--- config.mk ---
export PLATFORM = sky130hd
export DESIGN_NAME = integer_to_base_ascii
export DESIGN_NICKNAME = d
export VERILOG_FILES = /design/src/rtl/itoa_pkg.sv /design/src/rtl/integer_to_base_ascii.sv
export SDC_FILE = /design/constraint.sdc
export NUM_CORES = 1
export LEC_CHECK = 0
export BUFFER_PORTS_ARGS = -buffer_cell sky130_fd_sc_hd__buf_4
export CAP_MARGIN = 25
export CORE_ASPECT_RATIO = 1.4
export CORE_UTILIZATION = 55
export DETAILED_ROUTE_END_ITERATION = 7
export PLACE_DENSITY_LB_ADDON = 0.15
export SLEW_MARGIN = 0
export SYNTH_ARGS = -nofsm -noshare
export SYNTH_HDL_FRONTEND = slang
export SYNTH_SLANG_ARGS = --single-unit
--- constraint.sdc ---
create_clock -name clk -period 7.7 [get_ports clk]
set_input_delay 0.77 -clock clk [delete_from_list [all_inputs] [get_ports clk]]
set_output_delay 0.77 -clock clk [all_outputs]
set_load 0.01 [all_outputs]
--- src/rtl/itoa_pkg.sv ---
// itoa_pkg: shared types, constants and the digit-to-character mapping
// for the integer to base ascii converter
// no dependencies
`timescale 1ns / 1ps

package itoa_pkg;

	// width of the signed input value
	localparam int unsigned ValueWidth = 32;
	// exact magnitude of the most negative value needs one more bit
	localparam int unsigned MagWidth   = ValueWidth + 1;
	localparam int unsigned BaseWidth  = 6;
	localparam int unsigned DigitWidth = 6;
	localparam int unsigned CharWidth  = 8;

	localparam logic [BaseWidth-1:0]  BaseMin       = BaseWidth'(2);
	localparam logic [BaseWidth-1:0]  BaseMax       = BaseWidth'(35);
	localparam logic [DigitWidth-1:0] DecimalDigits = DigitWidth'(10);

	localparam logic [CharWidth-1:0] CharZero  = 8'h30; // '0'
	localparam logic [CharWidth-1:0] CharLowA  = 8'h61; // 'a'
	localparam logic [CharWidth-1:0] CharMinus = 8'h2d; // '-'
	localparam logic [CharWidth-1:0] CharNone  = 8'h00;

	typedef struct packed {
		logic signed [ValueWidth-1:0] value;
		logic        [BaseWidth-1:0]  base;
	} req_t;

	typedef struct packed {
		logic [CharWidth-1:0] character;
		logic                 last;
		logic                 bad_base;
	} result_t;

	// digit value to ascii: '0'..'9' then 'a' onward
	function automatic logic [CharWidth-1:0] digit_char(input logic [DigitWidth-1:0] d);
		logic [CharWidth-1:0] ch;
		if (d < DecimalDigits) begin
			ch = CharZero + CharWidth'(d);
		end else begin
			ch = CharLowA + CharWidth'(d - DecimalDigits);
		end
		return ch;
	endfunction

endpackage

--- src/rtl/integer_to_base_ascii.sv ---
// integer_to_base_ascii: signed integer to ascii text in a base from 2 to 35
// one shared restoring divide step, a digit store in flops and a small sequencer
// depends on itoa_pkg
`timescale 1ns / 1ps

//  channel   | direction | handshake                 | payload
//  ----------+-----------+---------------------------+-------------------------------
//  request   | in        | start & !busy             | req    (value, base)
//  result    | out       | strobe, one cycle, no hold| result (character, last, bad_base)
//
//  sequence: a bad base gives its single result the cycle after the request, and busy
//  stays low. a valid request with D digits runs the shared divide step once for each
//  digit (one quotient bit per cycle over the 33-bit magnitude), then the characters
//  go out one per cycle: D digits plus one for a minus sign.
//  reset: async, active low, returns the sequencer to idle with no strobe pending.
//  stalls: none on the result side; requests are held off only by busy.

module integer_to_base_ascii (
	input  logic               clk,
	input  logic               arst_n,
	input  logic               start,
	output logic               busy,
	input  itoa_pkg::req_t     req,
	output logic               strobe,
	output itoa_pkg::result_t  result
);

	localparam int unsigned ValueWidth = itoa_pkg::ValueWidth;
	localparam int unsigned MagWidth   = itoa_pkg::MagWidth;
	localparam int unsigned BaseWidth  = itoa_pkg::BaseWidth;
	localparam int unsigned DigitWidth = itoa_pkg::DigitWidth;
	// digit store index and a count that can also hold the full depth
	localparam int unsigned IdxWidth   = $clog2(ValueWidth);
	localparam int unsigned CntWidth   = IdxWidth + 1;
	// divide step counter covers one pass over the magnitude
	localparam int unsigned StepWidth  = $clog2(MagWidth);

	typedef enum logic [1:0] {
		ST_IDLE,
		ST_DIV,
		ST_SIGN,
		ST_EMIT
	} state_t;

	state_t                  state_q;
	logic [MagWidth-1:0]     mag_q;       // dividend, turns into the quotient
	logic [DigitWidth-1:0]   rem_q;       // partial remainder, below base while dividing
	logic [BaseWidth-1:0]    base_q;
	logic                    neg_q;
	logic [StepWidth-1:0]    step_q;
	logic [CntWidth-1:0]     count_q;     // digits stored so far
	logic [IdxWidth-1:0]     idx_q;       // emit pointer, counts down
	logic                    strobe_q;
	itoa_pkg::result_t       result_q;

	// digits land least significant first
	logic [DigitWidth-1:0]   digit_store_q [ValueWidth];

	// request decode
	logic                    accept;
	logic                    base_ok;
	logic                    value_neg;
	logic [MagWidth-1:0]     value_sext;
	logic [MagWidth-1:0]     value_mag;

	// shared restoring divide step
	logic [DigitWidth:0]     rem_shift;
	logic                    q_bit;
	logic [DigitWidth:0]     rem_sub;
	logic [DigitWidth-1:0]   rem_next;
	logic [MagWidth-1:0]     mag_next;
	logic                    digit_done;
	logic                    conv_done;

	assign busy   = (state_q != ST_IDLE);
	assign strobe = strobe_q;
	assign result = result_q;

	assign accept     = start && !busy;
	assign base_ok    = (req.base >= itoa_pkg::BaseMin) && (req.base <= itoa_pkg::BaseMax);
	assign value_neg  = req.value[ValueWidth-1];
	// sign extend one bit, then negate: exact for the most negative value
	assign value_sext = {req.value[ValueWidth-1], req.value};
	assign value_mag  = value_neg ? (MagWidth'(0) - value_sext) : value_sext;

	// shift in the next dividend bit, subtract the base when it fits
	assign rem_shift  = {rem_q, mag_q[MagWidth-1]};
	assign q_bit      = (rem_shift >= {1'b0, base_q});
	assign rem_sub    = rem_shift - {1'b0, base_q};
	assign rem_next   = q_bit ? rem_sub[DigitWidth-1:0] : rem_shift[DigitWidth-1:0];
	assign mag_next   = {mag_q[MagWidth-2:0], q_bit};

	assign digit_done = (step_q == StepWidth'(MagWidth - 1));
	// stop on a zero quotient or when the store is full
	assign conv_done  = (mag_next == '0) || (count_q == CntWidth'(ValueWidth - 1));

	always_ff @(posedge clk or negedge arst_n) begin
		if (!arst_n) begin
			state_q  <= ST_IDLE;
			mag_q    <= '0;
			rem_q    <= '0;
			base_q   <= '0;
			neg_q    <= 1'b0;
			step_q   <= '0;
			count_q  <= '0;
			idx_q    <= '0;
			strobe_q <= 1'b0;
			result_q <= '0;
		end else begin
			unique case (state_q)
				ST_IDLE: begin
					strobe_q <= accept && !base_ok;
					if (accept) begin
						if (!base_ok) begin
							// single flagged result, nothing else changes
							result_q.character <= itoa_pkg::CharNone;
							result_q.last      <= 1'b1;
							result_q.bad_base  <= 1'b1;
						end else begin
							mag_q   <= value_mag;
							rem_q   <= '0;
							base_q  <= req.base;
							neg_q   <= value_neg;
							step_q  <= '0;
							count_q <= '0;
							state_q <= ST_DIV;
						end
					end
				end
				ST_DIV: begin
					strobe_q <= 1'b0;
					mag_q    <= mag_next;
					if (digit_done) begin
						// remainder is the digit, quotient restarts as the dividend
						step_q  <= '0;
						rem_q   <= '0;
						count_q <= count_q + CntWidth'(1);
						if (conv_done) begin
							idx_q   <= count_q[IdxWidth-1:0];
							state_q <= neg_q ? ST_SIGN : ST_EMIT;
						end
					end else begin
						step_q <= step_q + StepWidth'(1);
						rem_q  <= rem_next;
					end
				end
				ST_SIGN: begin
					strobe_q           <= 1'b1;
					result_q.character <= itoa_pkg::CharMinus;
					result_q.last      <= 1'b0;
					result_q.bad_base  <= 1'b0;
					state_q            <= ST_EMIT;
				end
				ST_EMIT: begin
					strobe_q           <= 1'b1;
					result_q.character <= itoa_pkg::digit_char(digit_store_q[idx_q]);
					result_q.last      <= (idx_q == '0);
					result_q.bad_base  <= 1'b0;
					idx_q              <= idx_q - IdxWidth'(1);
					if (idx_q == '0) begin
						state_q <= ST_IDLE;
					end
				end
				default: begin
					strobe_q <= 1'b0;
					state_q  <= ST_IDLE;
				end
			endcase
		end
	end

	// digit store write, payload only
	always_ff @(posedge clk) begin
		if (state_q == ST_DIV && digit_done) begin
			digit_store_q[count_q[IdxWidth-1:0]] <= rem_next;
		end
	end

	// a flagged result carries no text and ends the request
	assert property (@(posedge clk) disable iff (!arst_n)
		strobe && result.bad_base |-> result.last && (result.character == itoa_pkg::CharNone))
		else $error("bad base result malformed");

	// divider remainder stays below the base
	assert property (@(posedge clk) disable iff (!arst_n)
		(state_q == ST_DIV) |-> (rem_q < base_q))
		else $error("remainder not below base");

	// only valid bases reach the divider
	assert property (@(posedge clk) disable iff (!arst_n)
		(state_q == ST_DIV) |-> (base_q >= itoa_pkg::BaseMin) && (base_q <= itoa_pkg::BaseMax))
		else $error("divider running with bad base");

	// busy drops exactly as the final character goes out
	assert property (@(posedge clk) disable iff (!arst_n)
		$fell(busy) |-> strobe && result.last && !result.bad_base)
		else $error("busy fell without final character");

	// the sign is always followed by a digit
	assert property (@(posedge clk) disable iff (!arst_n)
		(state_q == ST_SIGN) |=> (state_q == ST_EMIT))
		else $error("sign not followed by digits");

endmodule
Word level (Yosys, flattened, before mapping)
Memory sizes are Yosys's and may differ from the RTL's.
Index checks and enable logic that the tools add are counted.
W data, S select, Z words.

operators by class
  muxes and demuxes = 30
  reduce and logical (&&, ||, !) cells = 21
  eq/ne operators = 11
  $add $sub $neg = 8
  $lt $le $gt $ge = 4

operator list
  cell                     number
  $mux W33                 3
  $pmux W33 S2             1
  $mux W6                  6
  $pmux W6 S2              3
  $logic_not A33 Y1        1
  $sub A1 B32 Y33 const A  1
  $pmux W10 S3             1
  $mux W10                 2
  $add A6 B1 Y6 const B    2
  $ne A2 B2 Y1 const B     6
  $reduce_and A3 Y1        4
  $mux W2                  5
  $mux W5                  2
  $pmux W5 S2              1
  $add A7 B8 Y8 const A    1
  $mux W8                  1
  $pmux W2 S4              1
  $add A6 B6 Y7 const A    1
  $ge A7 B6 Y1             1
  $sub A6 B4 Y7 const B    1
  $eq A6 B5 Y1 const B     1
  $eq A6 B6 Y1 const B     1
  $ge A6 B2 Y1 const B     1
  $le A6 B6 Y1 const B     1
  other kinds (17)         26

storage, ports and cells
  input bits = 41
  memory bits (writable) = 192
  output and inout port bits = 12
  memories kept = 1
  logic and storage cells = 87
  bits in registers = 76

memory list
  name           depth  width  read ports  clocked after Yosys merged registers in  write ports  line                         RTL
  digit_store_q  32     6      1           0                                        1            integer_to_base_ascii.sv:57  logic [DigitWidth-1:0] digit_store_q [ValueWidth];

Longest topological paths before layout
  word-level depth = 6
  gate-level depth with buffers = 15

Least setup slack after synthesis
Ideal clock, no wire load.

  path kind = register to register
  start point = register base_q[1]
  end point = memory digit_store_q[0][5] (data pin)
  cell stages (with the launch flop) = 9
  data required time = 7.198 ns
  arrival time = 2.910 ns
  slack = 4.288 ns
  setup time = 0.502 ns
  period minus slack after synthesis = 3.412 ns
  path buffers = 0
  cells stage by stage = dfrtp_1 inv_1 ha_1 nor2b_1 o21ai_0 a21boi_0 o21ai_0 a21boi_1 a311oi_1

between the ends
  cells in the longest elaborated chain, start to end = 2

ends and longest elaborated chain
  item                                                  line                                                      RTL
  from (decl)                                           integer_to_base_ascii.sv:48                               logic [BaseWidth-1:0] base_q;
  from (signal assigned)                                integer_to_base_ascii.sv:122                              base_q <= req.base;
  $sub A6 B6 Y6 / $ge A7 B6 Y1 (equally long branches)  integer_to_base_ascii.sv:89, integer_to_base_ascii.sv:88
  $mux W6 (*)                                           integer_to_base_ascii.sv:90                               assign rem_next = q_bit ? rem_sub[DigitWidth-1:0] : rem_shift[DigitWidth-1:0];
  net rem_next[5]                                       integer_to_base_ascii.sv:70                               logic [DigitWidth-1:0] rem_next;
  to (decl)                                             integer_to_base_ascii.sv:57

The timed path passes the listed nets; every way through them passes the cells marked *.

Worst setup path in the final report
  start point = register idx_q[0]
  end point = register result_q, in the netlist result[7]

between the ends
  cells in the longest elaborated chain, start to end = 5

ends and longest elaborated chain
  item                    line                          RTL
  from (decl)             integer_to_base_ascii.sv:52   logic [IdxWidth-1:0] idx_q;
  from (signal assigned)  integer_to_base_ascii.sv:139  idx_q <= count_q[IdxWidth-1:0];
  from (signal assigned)  integer_to_base_ascii.sv:159  idx_q <= idx_q - IdxWidth'(1);
  $mem_v2 Z32 W6 (*)      --
  $sub A6 B4 Y7           itoa_pkg.sv:42                ch = CharLowA + CharWidth'(d - DecimalDigits);
  $add A7 B8 Y8           itoa_pkg.sv:42
  $mux W8 (*)             itoa_pkg.sv:39                if (d < DecimalDigits) begin
  $pmux W10 S3 (*)        integer_to_base_ascii.sv:110  unique case (state_q)
  to (decl)               integer_to_base_ascii.sv:54   itoa_pkg::result_t result_q;

Mark *: on every way between the ends. The rest lies on a longest branch, timed or not.
A chain may end at the register's enable or synchronous reset.

==> impl_metrics.yaml <==
routing:
  met1Wirelength_mm: 10.9
  dr_wl_met2_mm: 14.8
  vias_per_cell: 6.00
  drt_iter0_drc: 394
  finalWirelength_mm: 27.8
  vias: 7865
  top_layer: "met4"
  firstDrtPassIters: 5
  post_drt_wl_per_cell_um: 21.2
  drc_errors: 0
  wl_met3_mm: 1.05
  antenna_left: 0
synth:
  synthFlopType: "edfxtp_1"
  syn_nets: 1017
  synthArstFlopShare_pct: 28.4
  synth_area_leader_cell: "edfxtp_1"
  avgSynthCellArea_sq_um: 13.4
  ys_types: 75
  syn-cell-area_sq_um: 12700
  yosys-top-cells-count: "edfxtp_1, nor2_1, dfrtp_1, nand2_1, o21ai_0"
  synth_area_leaders: "edfxtp_1, dfrtp_1, mux4_1"
  synth_warnings: 0
  synth-edff-count: 192
  yosysMostFrequentCell: "edfxtp_1"
  syn_inst: 952
  synth_top_area_share_pct: 45.3
  synth_seq_area_share_pct: 60.3
  synth-seq-cells: 268
finish:
  n_fill_cell: 1791
  drive_gt1_share_pct: 16.4
  area_growth_pct: 11.4
  post-route-util_pct: 62.6
  n_antenna_cell: 0
  final_cell_area_sq_um: 14200
  nNetsFinal: 1057
timing:
  min_period_ps: 3860
  fin_skew_ps: 12.2
  tightest_slew_ps: 931
  min_period_over_period_pct: 50.1
  rsz0062_at_grt: "false"
  slew_violations: 0
  tns_ps: 0
  setup_violations: 0
  hold_viol_final: 0
  slew_headroom_pct: 37.7
  max_freq_ghz: 0.259
global_routing:
  grt_max_degree: 73
  antenna_found_initial: 0
  grt.total_usage_pct: 24.6
  grt_overflow_total: 0
  grt_pass1_wl_mm: 43.8
  grt_pass1_vias: 8009
hold_path:
  hp-class: "input pin to async pin"
die:
  start_util_pct: 56.2
  die_w_um: 131
  die_h_um: 182
  pin_count: 53
  core_area_sq_um: 22600
  die-area_sq_um: 23700
  rows: 65
placement:
  hpwl_mm: 18.6
  place.gp.congestion: 0.820
  dpl_cell_area_sq_um: 13300
  portBuffers: 52
worst_setup_path:
  reg2reg_depth: 12
  arrival_ps: 4250
  reg2reg_from: "idx_q[0]$_DFFE_PN0P_"
  critPathLaunchType: "flip-flop"
  crit_path_end_kind: "flip-flop"
  critPathKind: "flip-flop to flip-flop"
  reg2reg_to: "result[7]$_DFFE_PN0P_"
  required_ps: 8100
  ff2ff_setup_slack_ps: 3840
  crit_fanout: 50
cts:
  cts_tree: "done"
  cts-resized-gates: 0
  post_cts_buffers: 0
  cts_max_level: 1
  clk_pin_slew_ps: 70
  cts.sinks: 268
  clk_latency_ps: 520
  cts_buffer_depth: 3
  ctsRootBufferMaster: "clkbuf_16"
  cts_hold_buf: 0
  cts_buffers: 25
pwr:
  vdd_drop_max_v: 0.000322
  cellPowerDensity_nw_per_um2: 421
  leakagePower_uw: 0.00523
status:
  status: "finished, final reports clean"
job:
  drv_cap: 0
state kept, by name, summed over array words and instances (netlist names):
| name | flops |
|---|---|
| mag_q | 33 |
| state_q | 2 |
| base_q | 6 |
| count_q | 6 |
| step_q | 6 |
| result | 10 |
| neg_q | 1 |
| rem_q | 6 |
| strobe | 1 |
| digit_store_q | 192 |
| idx_q | 5 |
layout make-up:
cell class                 instances  area, sq um  share of cell area (%)
clock buffer                      31          678                    4.79
clock inverter                    14          166                    1.18
inverter                          31          116                   0.822
multi-input combinational        603         4680                    33.1
sequential                       268         7670                    54.2
tap                              301          377                    2.66
timing repair buffer              63          473                    3.34
report_power, final:
part | internal [uW] | switching [uW] | total, uW | leakage (uW)
registers | 2040 | 166 | 2200 | 0.00273
logic | 925 | 1560 | 2480 | 0.00209
clock network | 756 | 519 | 1280 | 0.000415
metrics by stage:
stage          total power, uW  std cells  hold slack [ps]  setup slack, ps
6_report                  5960       1311             88.0             3840
5_1_grt                   6300       1311             87.6             3550
4_1_cts                   5980       1311             84.7             3850
3_5_place_dp              4710       1266              477             3860
3_3_place_gp              4650       1266              472             3940
2_1_floorplan             4000        952              466             4290
worst max-delay path by stage:
stage | start | end | slack (ps) | cells past startpoint
2_1_floorplan | base_q[1]$_DFFE_PN0P_ | digit_store_q[0][5]$_DFFE_PP_ | 4290 | 8
6_report | idx_q[0]$_DFFE_PN0P_ | result[7]$_DFFE_PN0P_ | 3840 | 12
4_1_cts | idx_q[0]$_DFFE_PN0P_ | result[7]$_DFFE_PN0P_ | 3850 | 12
3_3_place_gp | idx_q[0]$_DFFE_PN0P_ | result[7]$_DFFE_PN0P_ | 3940 | 12
5_1_grt | idx_q[0]$_DFFE_PN0P_ | result[7]$_DFFE_PN0P_ | 3550 | 12
3_5_place_dp | idx_q[0]$_DFFE_PN0P_ | result[7]$_DFFE_PN0P_ | 3860 | 12
cell families (layout without fill, tap and decap cells):
group | count (synthesis) | count (layout) | share of synthesized area (%)
buf+inv | 81 | 139 | 3.20
simple gates | 262 | 262 | 9.68
flops | 268 | 268 | 60.3
mux | 93 | 93 | 12.0
compound gates | 190 | 190 | 9.97
fa+ha+maj | 24 | 24 | 2.42
xor+xnor | 34 | 34 | 2.40
worst max-delay path: stages, from the launching register on:
cell and delay [ps]:
dfrtp_2 390, buf_4 670, mux4_1 650, a22oi_1 200, nand4_1 290, nand2_1 220, ha_1 180, inv_1 130
nand4_1 180, and3_1 180, o32ai_1 80, a2111oi_2 400, nor3_1 100
layer usage:
layer	up-vias	global-route usage [%]
li1	3711	-
met1	3899	30.0
met2	188	44.6
met3	67	2.74
met4	0	8.69
met5	-	0
cell usage in the layout, fill, tap and decap left out, drive strengths merged, types with 6 or more instances in the layout:
| cell type | count |
|---|---|
| o41ai | 6 |
| edfxtp | 192 |
| nand2 | 76 |
| nor2b | 7 |
| clkinv | 11 |
| a22oi | 11 |
| a21oi | 36 |
| nor3 | 13 |
| ha | 23 |
| dfrtp | 76 |
| inv | 30 |
| mux2 | 27 |
| nand3 | 20 |
| o21ai | 69 |
| or3 | 7 |
| xor2 | 30 |
| nand4 | 10 |
| buf | 63 |
| o22a | 6 |
| nor2 | 85 |
| a22o | 11 |
| mux2i | 27 |
| o31ai | 14 |
| nor4 | 12 |
| mux4 | 39 |
| clkbuf | 31 |
| or4 | 8 |
No activity file was read; power rests on OpenSTA's default activity.
